==> src/rtl/rmts_pkg.sv <==
// ----------------------------------------------------------------------------
// rmts_pkg
// Shared types and constants for the rotated, mirrored texel store.
// ----------------------------------------------------------------------------
package rmts_pkg;

  localparam int DIM_W     = 9;   // image dimension registers
  localparam int COORD_W   = 8;   // request coordinates
  localparam int TURN_W    = 16;  // signed quarter-turn count
  localparam int COLOR_W   = 32;  // RGBA8 texel
  localparam int IDX_W     = 18;  // linear index and texel count, up to 511*511
  localparam int MAX_DIM   = 256; // dimension registers saturate here

  localparam int IN_DATA_W  = 72;
  localparam int OUT_DATA_W = 32;

  localparam int QUEUE_DEPTH = 2; // front-to-back queue
  localparam int OUT_DEPTH   = 4; // result queue ahead of the output port

  // Request kinds
  localparam logic REQ_READ  = 1'b0;
  localparam logic REQ_WRITE = 1'b1;

  // Configuration register indexes
  localparam logic CFG_IMAGE_WIDTH  = 1'b0;
  localparam logic CFG_IMAGE_HEIGHT = 1'b1;

  // Rotation codes: quarter-turn count modulo four
  localparam logic [1:0] TURN_0   = 2'd0;
  localparam logic [1:0] TURN_90  = 2'd1;
  localparam logic [1:0] TURN_180 = 2'd2;
  localparam logic [1:0] TURN_270 = 2'd3;

  typedef struct packed {
    logic [DIM_W-1:0] width;
    logic [DIM_W-1:0] height;
  } dims_t;

  // Classified request as it waits between front and back
  typedef struct packed {
    logic               is_write;
    logic               err;
    logic [DIM_W-1:0]   src_x;
    logic [DIM_W-1:0]   src_y;
    logic [COLOR_W-1:0] color;
  } rmts_item_t;

  typedef struct packed {
    logic full;
    logic empty;
  } queue_stat_t;

  typedef struct packed {
    logic [COLOR_W-1:0] color;
    logic               status;
  } rmts_result_t;

endpackage

==> src/rtl/rmts_queue.sv <==
// ----------------------------------------------------------------------------
// rmts_queue
// Short queue of classified requests between front and back.
// ----------------------------------------------------------------------------
module rmts_queue (
  input  logic                  clk,
  input  logic                  rst_n,
  input  logic                  push,
  input  rmts_pkg::rmts_item_t  push_item,
  input  logic                  pop,
  output rmts_pkg::rmts_item_t  head_item,
  output rmts_pkg::queue_stat_t stat
);
  import rmts_pkg::*;

  localparam int PTR_W = $clog2(QUEUE_DEPTH);
  localparam int CNT_W = $clog2(QUEUE_DEPTH + 1);

  rmts_item_t       slot_r [QUEUE_DEPTH];
  logic [PTR_W-1:0] wr_ptr_r, wr_ptr_nxt;
  logic [PTR_W-1:0] rd_ptr_r, rd_ptr_nxt;
  logic [CNT_W-1:0] count_r, count_nxt;

  always_comb begin
    wr_ptr_nxt = wr_ptr_r;
    rd_ptr_nxt = rd_ptr_r;
    count_nxt  = count_r;
    if (push) begin
      wr_ptr_nxt = (wr_ptr_r == PTR_W'(QUEUE_DEPTH - 1)) ? '0 : wr_ptr_r + 1'b1;
    end
    if (pop) begin
      rd_ptr_nxt = (rd_ptr_r == PTR_W'(QUEUE_DEPTH - 1)) ? '0 : rd_ptr_r + 1'b1;
    end
    if (push && !pop) begin
      count_nxt = count_r + 1'b1;
    end else if (pop && !push) begin
      count_nxt = count_r - 1'b1;
    end
  end

  always_ff @(posedge clk) begin
    if (!rst_n) begin
      wr_ptr_r <= '0;
      rd_ptr_r <= '0;
      count_r  <= '0;
    end else begin
      wr_ptr_r <= wr_ptr_nxt;
      rd_ptr_r <= rd_ptr_nxt;
      count_r  <= count_nxt;
    end
  end

  always_ff @(posedge clk) begin
    if (push) begin
      slot_r[wr_ptr_r] <= push_item;
    end
  end

  assign head_item  = slot_r[rd_ptr_r];
  assign stat.full  = (count_r == CNT_W'(QUEUE_DEPTH));
  assign stat.empty = (count_r == '0);

endmodule

==> config.mk <==
export PLATFORM = sky130hd
export DESIGN_NAME = rmts_queue
export DESIGN_NICKNAME = d
export VERILOG_FILES = /design/src/rtl/rmts_pkg.sv /design/src/rtl/rmts_queue.sv
export SDC_FILE = /design/constraint.sdc
export NUM_CORES = 1
export LEC_CHECK = 0
export BUFFER_PORTS_ARGS = -buffer_cell sky130_fd_sc_hd__buf_2
export CAP_MARGIN = 5
export CORE_UTILIZATION = 58
export CTS_BUF_LIST = sky130_fd_sc_hd__clkbuf_8
export CTS_CLUSTER_SIZE = 16
export DETAILED_ROUTE_END_ITERATION = 8
export PLACE_DENSITY = 0.87
export SLEW_MARGIN = 20
export SYNTH_ARGS = -nofsm -noshare
export SYNTH_HDL_FRONTEND = slang
export SYNTH_SLANG_ARGS = --single-unit
==> constraint.sdc <==
create_clock -name clk -period 6.4 [get_ports clk]
set_clock_uncertainty 0.1 [all_clocks]
set_input_delay 0.64 -clock clk [delete_from_list [all_inputs] [get_ports clk]]
set_output_delay 0.64 -clock clk [all_outputs]
set_load 0.02 [all_outputs]
==> out/summary.txt <==
CELLS AND AREA
----------------------------------------------------------------------------------------
Fill cells                                                                           414
Sequential cell area                                                            3224 um2
Diode insertion count for antenna repair                                               0
Layout cell share with drive strength beyond 1                                    59.67%
Net total in the final layout                                                        358
Post-layout instance count excluding filler cells                                    382
Multi-input gate area in the final layout                                      709.4 um2
Area Overhead vs Synth                                                            20.45%

POWER AND IR DROP
----------------------------------------------------------------------------------------
Total power                                                                     1.394 mW
Static Leakage                                                                  1.816 nW
Maximum ir drop on the vdd rail                                                0.2177 mV
Power density of the placed cells                                           291.6 nW/um2

FLOORPLAN
----------------------------------------------------------------------------------------
Area of the placeable core                                                      6495 um2
Top-level port count                                                                 110
Floorplan die width                                                             84.74 um
Die area                                                                        7180 um2
Initial core utilization                                                          61.13%
Placement row count                                                                   29
Die Y                                                                           84.74 um

YOSYS
----------------------------------------------------------------------------------------
Post-synth design cell area                                                     3970 um2
Flip-flop and latch count after synthesis                                            109
Synthesized area divided by synthesized cell count                             21.58 um2
Fraction of post-synthesis cell area in the top cell type by area                 78.66%
Gate count after technology mapping                                                  184
Library cell occupying the most area in the post-synthesis netlist              edfxtp_1
Proportion of synthesized chip area in sequential cells                           81.18%
Number of warnings reported in the yosys synthesis log                                 0
Syn Nets                                                                             241
Top area cells in the synthesized netlist                                   edfxtp_1, mux2_2, dfxtp_1, buf_4, and2_1
Number of distinct standard cells referenced by the synthesized netlist               17

ROUTE
----------------------------------------------------------------------------------------
Highest Signal Layer                                                                met4
Routed vias                                                                         1990
Remaining antenna violation count after routing                                        0
Wire length after detailed routing                                              6.121 mm
DRC Markers                                                                            9
Detailed-router iteration count before antenna repair                                  6
Number of DRC markers after the initial detailed-route iteration                      79
Vias per cell                                                                      5.209
Routed length on met3                                                             350 um
Wl on met1                                                                      2.544 mm
Post-DR wirelength/cell                                                         16.02 um
Routed length on met2                                                           3.155 mm

STA
----------------------------------------------------------------------------------------
Unrepaired setup endpoints after global routing                                    false
Final Max Slew Viols                                                                   0
Total Negative Setup Slacks                                                         0 ns
Final setup violating endpoints                                                        0
Max Clock Freq                                                                 357.9 MHz
Final Hold Viols                                                                       0
Worst setup slack after layout                                                  3.606 ns
Final critical delay including setup and external delays                        2.794 ns
Ratio of final minimum period to clock period                                     43.66%
Worst slew slack as a fraction of its limit                                       61.57%
Slew at the pin closest to its max-slew limit                                  0.5765 ns

CTS
----------------------------------------------------------------------------------------
CTS tree                                                                             yes
Clock root buffer                                                               clkbuf_8
CTS sink cnt                                                                         109
Depth of the CTS H-tree                                                                3
CTS buffer count                                                                       9
Max Root-Sink Buffers                                                                  2
Total of hold buffers inserted after clock tree synthesis                              0
Post-cts gate resize count                                                             0
Buffers inserted by post-CTS timing repair                                             0
Skew-Pair Late Insertion Delay                                                   0.33 ns
Clock transition at path regs                                                    0.10 ns

PLACEMENT
----------------------------------------------------------------------------------------
Total half-perimeter wirelength after legalization and detailed placement       4.066 mm
Final RePlAce weighted congestion                                                 0.6967
Cell count after placement                                                           367
Worst slack, placed                                                             3.929 ns
Port Buf Inserts                                                                     109

HOLD PATH
----------------------------------------------------------------------------------------
Path class of the lowest-slack min-delay path                                  in -> reg
Hold Path Cell Cnt                                                                     1

GLOBAL ROUTING
----------------------------------------------------------------------------------------
Antenna violations before repair                                                       0
GR Overflow Total                                                                      0
Vias in the first global route                                                      2021
Total GRT Usage                                                                   17.59%
Pin count of the biggest net entering global routing                                  37
Wire length of the first global-routing pass                                    9.397 mm

WORST SETUP PATH
----------------------------------------------------------------------------------------
Worst Setup End Kind                                                        primary output
Number of buffer and inverter stages on the critical path                              2
CP top delay family                                                           flip-flops
Critical Setup Path Class                                                     reg -> out
Worst Reg-to-Reg Cells                                                                 2
Worst path required time                                                         5.66 ns
R2r setup slk                                                                    4.60 ns
Worst Path Max Fanout                                                                 28
Launching element type of the critical path                                    flip-flop
List of cells traversed by the critical path                                buf_4 -> mux2_2 -> buf_2
Max stage delay cell, worst path                                                 dfxtp_2
Crit-path max cell delay                                                         0.71 ns
WP data arrival                                                                  2.05 ns
Cell depth of the worst setup path                                                     3

STATUS
----------------------------------------------------------------------------------------
Status                                                                      finished, violations left
Violations in the final reports                                             design-rule violations

RUN
----------------------------------------------------------------------------------------
Max-capacitance violation count                                                        0

[worst paths after layout]
path	startpoint	to
worst min-delay path	push_item[43]	slot_r[1][43]
worst max-delay path	flip-flop	head_item[29]
worst min register to register	count_r[1]	count_r[1]
worst max register to register	wr_ptr_r	slot_r[1][48]
[placed cells by master (no fill, tap or decap)]
master	netlist	routed
buf_4	5	3
nor2_1	1	1
clkbuf_8	0	9
clkinvlp_4	0	1
a21boi_1	1	1
xor2_1	2	2
dfxtp_2	0	1
nor2b_4	0	1
and2b_2	1	1
o21ai_0	1	1
nor2b_1	2	1
and2_2	0	1
ha_1	1	1
xnor2_1	1	1
o21a_1	1	1
edfxtp_1	104	104
buf_2	1	109
mux2_2	52	52
bufinv_16	0	1
and2_1	4	3
clkinv_2	0	3
dfxtp_1	5	4
or3_1	1	1
inv_1	1	2
[cell families after synthesis]
kind of cell,Yosys count,synth area share (%)
xor+xnor,3,0.6620
buf+inv,7,1.166
simple gates,9,1.418
compound gates,3,0.5043
fa+ha+maj,1,0.3151
flops,109,81.19
mux,52,14.75
[cell usage after synthesis (all sizes together)]
cell and instances:
edfxtp 104, mux2 52, buf 6, dfxtp 5, and2 4, nor2b 2
xor2 2, a21boi 1, and2b 1, ha 1, inv 1, nor2 1
o21a 1, o21ai 1, or3 1, xnor2 1
[flip-flops by register name (all words and copies together), names as in the netlist, named ones only]
name	flops
wr_ptr_r	1
rd_ptr_r	1
slot_r	104
count_r	2
[final cells by class]
cell class                 instances  share of cell area [%]
clock buffer                       9                   2.590
clock inverter                     6                   1.177
multi-input combinational         68                   14.84
tap                               77                   2.015
inverter                           1                 0.07849
timing repair buffer             112                   11.88
sequential                       109                   67.43
[per-stage QoR]
stage	util (%)	instance area (um2)	hold WS (ns)
floorplan	-	3970	0.3662
detailed placement	70.85	4602	0.4009
finish	73.63	4782	0.3770
CTS	73.63	4782	0.3639
global route	73.63	4782	0.3583
global placement	70.85	4602	0.3839
[power breakdown]
part           switching [mW]  total [mW]  internal [mW]  leakage, nW
clock network           0.202       0.378          0.176       0.0960
registers              0.0157       0.838          0.822         1.02
logic                   0.101       0.179         0.0773        0.702
total                   0.319        1.39           1.08         1.82
[metal layers]
layer	global-route usage, %	vias to the layer above
li1	-	957
met1	21.50	956
met2	30.75	70
met3	3.933	7
met4	6.780	0
met5	0	-
Power figures use the tool's default switching activity.
