===== src/rtl/rmts_pkg.sv =====
// ----------------------------------------------------------------------------
// rmts_pkg
// Shared types and constants for the rotated, mirrored texel store.
// ----------------------------------------------------------------------------
package rmts_pkg;

  localparam int DIM_W     = 9;   // image dimension registers
  localparam int COORD_W   = 8;   // request coordinates
  localparam int TURN_W    = 16;  // signed quarter-turn count
  localparam int COLOR_W   = 32;  // RGBA8 texel
  localparam int IDX_W     = 18;  // linear index and texel count, up to 511*511
  localparam int MAX_DIM   = 256; // dimension registers saturate here

  localparam int IN_DATA_W  = 72;
  localparam int OUT_DATA_W = 32;

  localparam int QUEUE_DEPTH = 2; // front-to-back queue
  localparam int OUT_DEPTH   = 4; // result queue ahead of the output port

  // Request kinds
  localparam logic REQ_READ  = 1'b0;
  localparam logic REQ_WRITE = 1'b1;

  // Configuration register indexes
  localparam logic CFG_IMAGE_WIDTH  = 1'b0;
  localparam logic CFG_IMAGE_HEIGHT = 1'b1;

  // Rotation codes: quarter-turn count modulo four
  localparam logic [1:0] TURN_0   = 2'd0;
  localparam logic [1:0] TURN_90  = 2'd1;
  localparam logic [1:0] TURN_180 = 2'd2;
  localparam logic [1:0] TURN_270 = 2'd3;

  typedef struct packed {
    logic [DIM_W-1:0] width;
    logic [DIM_W-1:0] height;
  } dims_t;

  // Classified request as it waits between front and back
  typedef struct packed {
    logic               is_write;
    logic               err;
    logic [DIM_W-1:0]   src_x;
    logic [DIM_W-1:0]   src_y;
    logic [COLOR_W-1:0] color;
  } rmts_item_t;

  typedef struct packed {
    logic full;
    logic empty;
  } queue_stat_t;

  typedef struct packed {
    logic [COLOR_W-1:0] color;
    logic               status;
  } rmts_result_t;

endpackage


===== src/rtl/rmts_front.sv =====
// ----------------------------------------------------------------------------
// rmts_front
// Request classifier: bounds check and rotation/mirror mapping of reads to
// source coordinates.
// ----------------------------------------------------------------------------
module rmts_front (
  input  logic                          req_type,
  input  logic [rmts_pkg::COORD_W-1:0]  coord_x,
  input  logic [rmts_pkg::COORD_W-1:0]  coord_y,
  input  logic [1:0]                    turns,
  input  logic                          mirror,
  input  logic [rmts_pkg::COLOR_W-1:0]  write_color,
  input  rmts_pkg::dims_t               dims,
  output rmts_pkg::rmts_item_t          item
);
  import rmts_pkg::*;

  logic [DIM_W-1:0] x9;
  logic [DIM_W-1:0] y9;
  logic [DIM_W-1:0] rot_w;
  logic [DIM_W-1:0] rot_h;
  logic [DIM_W-1:0] map_x;
  logic [DIM_W-1:0] map_y;
  logic             in_bounds;

  assign x9 = {1'b0, coord_x};
  assign y9 = {1'b0, coord_y};

  // Odd turns swap the visible dimensions
  assign rot_w     = turns[0] ? dims.height : dims.width;
  assign rot_h     = turns[0] ? dims.width  : dims.height;
  assign in_bounds = (x9 < rot_w) && (y9 < rot_h);

  always_comb begin
    unique case (turns)
      TURN_90: begin
        map_x = y9;
        map_y = dims.height - x9 - 9'd1;
      end
      TURN_180: begin
        map_x = dims.width  - x9 - 9'd1;
        map_y = dims.height - y9 - 9'd1;
      end
      TURN_270: begin
        map_x = dims.width - y9 - 9'd1;
        map_y = x9;
      end
      TURN_0: begin
        map_x = x9;
        map_y = y9;
      end
      default: begin
        map_x = x9;
        map_y = y9;
      end
    endcase
    if (mirror) begin
      map_x = dims.width - map_x - 9'd1;
    end
  end

  always_comb begin
    item.is_write = (req_type == REQ_WRITE);
    item.color    = write_color;
    if (req_type == REQ_WRITE) begin
      // writes use the raw linear position; the back end checks the index
      item.err   = 1'b0;
      item.src_x = x9;
      item.src_y = y9;
    end else begin
      item.err   = !in_bounds;
      item.src_x = map_x;
      item.src_y = map_y;
    end
  end

endmodule


===== config.mk =====
export PLATFORM = sky130hd
export DESIGN_NAME = rmts_front
export DESIGN_NICKNAME = d
export VERILOG_FILES = /design/src/rtl/rmts_pkg.sv /design/src/rtl/rmts_front.sv
export SDC_FILE = /design/constraint.sdc
export NUM_CORES = 1
export LEC_CHECK = 0
export BUFFER_PORTS_ARGS = -buffer_cell sky130_fd_sc_hd__buf_2
export CAP_MARGIN = 10
export CORE_MARGIN = 8
export CORE_UTILIZATION = 56
export DETAILED_ROUTE_END_ITERATION = 8
export PLACE_DENSITY_LB_ADDON = 0.12
export SLEW_MARGIN = 20
export SYNTH_ARGS = -nofsm -noshare
export SYNTH_HDL_FRONTEND = slang
export SYNTH_SLANG_ARGS = --single-unit

===== constraint.sdc =====
create_clock -name vclk -period 11.3
set_input_delay 1.13 -clock vclk [all_inputs]
set_output_delay 1.13 -clock vclk [all_outputs]
set_load 0.1 [all_outputs]

==> results.json, run 1 <==
{
  "outcome": "complete, no violations",
  "fmax_mhz": 161,
  "dp_hpwl_um": 7050,
  "ys_types": 62,
  "post_cts_buffers": 0,
  "ant_nets": 0,
  "report.final.slew_viol_count": 0,
  "setup_tns_ns": 0,
  "cp_max_fo": 5,
  "dr.pass1.iters": 4,
  "grt_use_total_pct": 20.4,
  "core_area_um2": 5440,
  "dieHeight_um": 90.5,
  "period_needed_ns": 6.21,
  "grt_antenna_before_repair": 0,
  "stdcell_count": 503,
  "synth-seq-area-share_pct": 0,
  "worstMarginPinSlew_ns": 0.743,
  "vias": 3072,
  "crit_type": "input port to output port",
  "routabilityCongestion": 0.900,
  "drive_above_1_share_pct": 17.6,
  "p_leak_nw": 1.55,
  "synth_cells": 422,
  "seq_cell_count": 0,
  "cap_violations": 0,
  "dr.first_iter.drc_count": 171,
  "critPathRequiredTime_ns": 10.17,
  "fp.dieArea_um2": 8190,
  "drc": 0,
  "postCtsHoldBufs": 0,
  "ir_drop_v": 0.0000486,
  "die_w_um": 90.5,
  "area_growth_pct": 2.34,
  "initial_core_util_pct": 57.1,
  "grt_pass1_wl_um": 14500,
  "powerDensity_nw_per_um2": 79.2,
  "crit_path_end_kind": "output port",
  "syn_area_per_cell_um2": 7.36,
  "yosys_warnings": 0,
  "finalSetupViolCount": 0,
  "start_kind": "input port",
  "grt_pass1_vias": 3011,
  "diodes": 0,
  "mostFrequentLayoutCell": "buf_2",
  "grt.overflow.total": 0,
  "arrival_ns": 5.08,
  "layout.area.seq_um2": 0,
  "post_cts_resized": 0,
  "hold_path.class": "input port to output port",
  "synthesis.nets": 548,
  "mostFrequentLayoutCells": "buf_2 (58), ha_1 (51), inv_1 (34), nor2_1 (32), o21ai_0 (29)",
  "rsz0062_at_grt": "no",
  "hold_viol": 0,
  "power.total_mw": 0.252,
  "io_pins": 122,
  "wl_per_cell_um": 17.2,
  "nClkBuffers": 0,
  "post-route-period-util_pct": 55.0,
  "placedCellCount": 503,
  "io_buffer_count": 58,
  "via_per_inst": 6.11,
  "slew_headroom_pct": 50.5,
  "totalWireLength_um": 8660,
  "synth_area_um2": 3110,
  "grt_start_max_net_pins": 61,
  "row_count": 27,
  "nets": 559
}
-- kinds of logic (layout without fill, tap and decap cells) --
group	Yosys count	after routing	synth area share, %
AND/OR/NAND/NOR	93	93	14.7
multiplexers	28	28	11.0
XOR/XNOR	23	23	6.48
AO/OA/AOI/OAI	135	135	29.0
adder cells (fa/ha/maj)	58	58	24.4
buffers and inverters	85	94	14.4
-- per-layer routing --
layer  part of all wire, %  GRT usage [%]
met5                     0              0
met1                    48           27.8
met4                  0.53           1.94
met2                    45           34.1
met3                   5.6           2.74
-- worst paths after layout --
kind / end / cells past startpoint / from
hold / removal: item[0] / 0 / write_color[0]
setup / recovery: item[49] / 15 / coord_y[0]
-- synthesized netlist by cell type (all sizes together) (2+ instances only) --
master / instances / area [um^2]
ha: 51 / 638
buf: 40 / 278
inv: 34 / 128
nor2: 32 / 120
a21oi: 29 / 149
o21ai: 29 / 145
mux2i: 23 / 230
nand2: 22 / 82.6
xnor2: 17 / 149
clkbuf: 10 / 37.5
nor3: 10 / 50.1
a211oi: 9 / 67.6
a21o: 9 / 67.6
o22ai: 9 / 56.3
o21bai: 8 / 60.1
o21a: 7 / 52.6
xor2: 6 / 52.6
fa: 5 / 100
mux4: 5 / 113
or2: 5 / 31.3
a31oi: 4 / 25.0
nand2b: 4 / 25.0
nor3b: 4 / 30.0
o211ai: 4 / 30.0
a41oi: 3 / 26.3
o221ai: 3 / 26.3
a211o: 2 / 17.5
and3: 2 / 12.5
maj3: 2 / 21.3
nand3: 2 / 10.0
nand4: 2 / 12.5
nor2b: 2 / 12.5
o311ai: 2 / 17.5
o32ai: 2 / 17.5
o41a: 2 / 22.5
-- area by class of cell --
| type | count | area (um^2) |
|---|---|---|
| Multi-Input combinational cell | 337 | 2660 |
| Fill cell | 541 | 2260 |
| Timing Repair Buffer | 59 | 298 |
| Inverter | 35 | 131 |
| Tap cell | 72 | 90.1 |
-- through the flow --
step           utilization [%]  hold WS, ns  setup slack, ns  cell area (um^2)
2_1_floorplan                -         2.47             3.67              3110
3_3_place_gp              58.5         2.26             5.15              3180
3_5_place_dp              58.5         2.26             5.07              3180
4_1_cts                   58.5         2.26             5.07              3180
5_1_grt                   58.5         2.26             4.85              3180
6_report                  58.5         2.26             5.09              3180
-- worst max-delay path, stage by stage --
cell	delay, ns
buf_2	0.12
inv_1	0.08
ha_1	0.24
fa_1	0.42
xnor2_1	0.15
mux4_2	0.50
ha_1	0.34
a21o_1	0.19
a21o_1	0.19
maj3_1	0.37
maj3_2	0.36
a41oi_1	0.21
a211oi_1	0.06
a311oi_1	0.23
buf_2	0.47
-- power breakdown --
| part | leakage, nW | switching (mW) | internal (mW) |
|---|---|---|---|
| sequential | 0 | 0 | 0 |
| clock | 0 | 0 | 0 |
| combinational | 1.55 | 0.169 | 0.0832 |
| total | 1.55 | 0.169 | 0.0832 |
Power figures use the tool's default switching activity.
==> run 2, diff against run 1 <==
Settings changed: CORE_UTILIZATION 56 to 52.
Clock period 11.3 ns to 5.9 ns, I/O delays scaled along.
==> run 2 against run 1 <==
Routed wire length up 3.2%; total power rose by 93%; worst hold slack lost 1.1 ns; flip-flop and latch count stayed put; final cell count rose by 0.99%; global-route usage fell by 0.29 points; utilization fell by 3.7 points; non-clock buffer count grew 2; critical path depth did not move; via count is 2.1% higher; count of clock-buffer cells in the layout did not move; critical endpoint unchanged; largest cell class unchanged.
==> results.json, run 2 (same netlist as run 1, synthesis figures left out) <==
{
  "worstHoldStart": "write_color[11]",
  "nets": 561,
  "start_kind": "input port",
  "period_needed_ns": 5.14,
  "report.final.slew_viol_count": 0,
  "io_pins": 122,
  "grt_pass1_wl_um": 14700,
  "postCtsHoldBufs": 0,
  "nClkBuffers": 0,
  "arrival_ns": 4.55,
  "seq_cell_count": 0,
  "ant_nets": 0,
  "crit_slowest_cell": "mux4_2",
  "crit_path_end_kind": "output port",
  "core_area_um2": 5850,
  "routabilityCongestion": 0.859,
  "hold_viol": 0,
  "p_int_mw": 0.160,
  "critPathRequiredTime_ns": 5.31,
  "fmax_mhz": 195,
  "totalWireLength_um": 8940,
  "initial_core_util_pct": 53.1,
  "grt_pass1_vias": 3054,
  "drive_above_1_share_pct": 18.2,
  "layout.area.seq_um2": 0,
  "switching_share_pct": 67.0,
  "post_cts_buffers": 0,
  "pwr-share-comb_pct": 100.0,
  "cp_max_fo": 5,
  "fillCellCount": 576,
  "grt_start_max_net_pins": 30,
  "crit_type": "input port to output port",
  "p_clk_share_pct": 0,
  "min_to": "item[11]",
  "via_per_inst": 6.18,
  "slew_headroom_pct": 57.5,
  "power.total_mw": 0.486,
  "finalSetupViolCount": 0,
  "grt_antenna_before_repair": 0,
  "dr.pass1.iters": 5,
  "ir_drop_v": 0.0000827,
  "cap_violations": 0,
  "area_growth_pct": 3.14,
  "dp_hpwl_um": 7350,
  "mostFrequentLayoutCells": "buf_2 (58), ha_1 (51), inv_1 (34), nor2_1 (32), o21ai_0 (29)",
  "grt.overflow.total": 0,
  "outcome": "complete, no violations",
  "switching_power_mw": 0.326,
  "multiInputGateArea_um2": 2670,
  "drc": 0,
  "io_buffer_count": 58,
  "post_cts_resized": 0,
  "row_count": 28,
  "rsz0062_at_grt": "no",
  "die_w_um": 93.3,
  "powerDensity_nw_per_um2": 152,
  "p_seq_share_pct": 0,
  "worstMarginPinSlew_ns": 0.630,
  "hold_path.class": "input port to output port",
  "post-route-period-util_pct": 87.1,
  "cpPeakStageDelay_ns": 0.49,
  "p_leak_nw": 1.56,
  "diodes": 0,
  "dr.first_iter.drc_count": 162,
  "dieHeight_um": 93.3,
  "whs_path_depth": 0,
  "grt_use_total_pct": 20.1,
  "vias": 3137,
  "setup_tns_ns": 0,
  "crit_chain": "buf_2 > inv_1 > ha_1 > fa_1 > xnor2_1 > mux4_2 > ha_1 > a21o_1 > a21o_1 > maj3_1 > maj3_2 > a41oi_1 > a211oi_1 > a311oi_2 > buf_2",
  "fp.dieArea_um2": 8700,
  "mostFrequentLayoutCell": "buf_2",
  "wl_per_cell_um": 17.6
}
[run 2: cell types whose count changed in the layout (fill, tap and decap cells not counted)]
cell / previous run / this run
buf_4: 1 / 3
o311ai_1: 0 / 1
a311oi_1: 1 / 0
o311ai_0: 2 / 1
a311oi_2: 0 / 1
[run 2: cell type report]
type	count	area share, %
inverters	35	4.10
multi-input cells	337	83.2
well taps	75	2.93
repair buffers	61	9.76
[run 2: worst max-delay path: cells and delay by family]
kind | cells | cell delay, ns
buf+inv | 3 | 0.66
mux | 1 | 0.49
fa+ha+maj | 5 | 1.74
xor+xnor | 1 | 0.14
compound gates | 5 | 0.91
[run 2: metal layers]
layer	part of all wire, %	vias up	track usage (%)
met3	7.3	10	1.68
met2	47	104	33.8
met4	0.79	0	2.28
met1	45	1467	27.8
li1	-	1556	-
met5	0	-	0
[run 2: how the worst max path moves through the flow]
stage,start,endpoint,slack (ns),cells past startpoint
final,coord_y[0],item[49],0.76,15
after global routing,coord_x[1],item[48],0.61,18
after CTS,coord_y[0],item[49],0.77,15
after detailed placement,coord_x[0],item[49],0.77,15
after global placement,coord_y[0],item[49],0.82,15
after floorplan,coord_y[0],item[47],0.08,13
[run 2: power groups by stage]
stage	Sequential, mW	Clock, mW	Combinational [mW]
after global routing	0	0	0.530
after CTS	0	0	0.485
after global placement	0	0	0.478
after floorplan	0	0	0.487
after detailed placement	0	0	0.483
final	0	0	0.486
[run 2: through the flow]
step                setup WS (ns)  instance area, um^2  hold WS [ns]  utilization, %  instances
global route                0.611                 3200          1.18            54.8        508
global placement            0.818                 3200          1.18            54.8        508
detailed placement          0.768                 3200          1.18            54.8        508
finish                      0.760                 3200          1.18            54.8        508
floorplan                  0.0754                 3110          1.39               -        422
CTS                         0.767                 3200          1.18            54.8        508
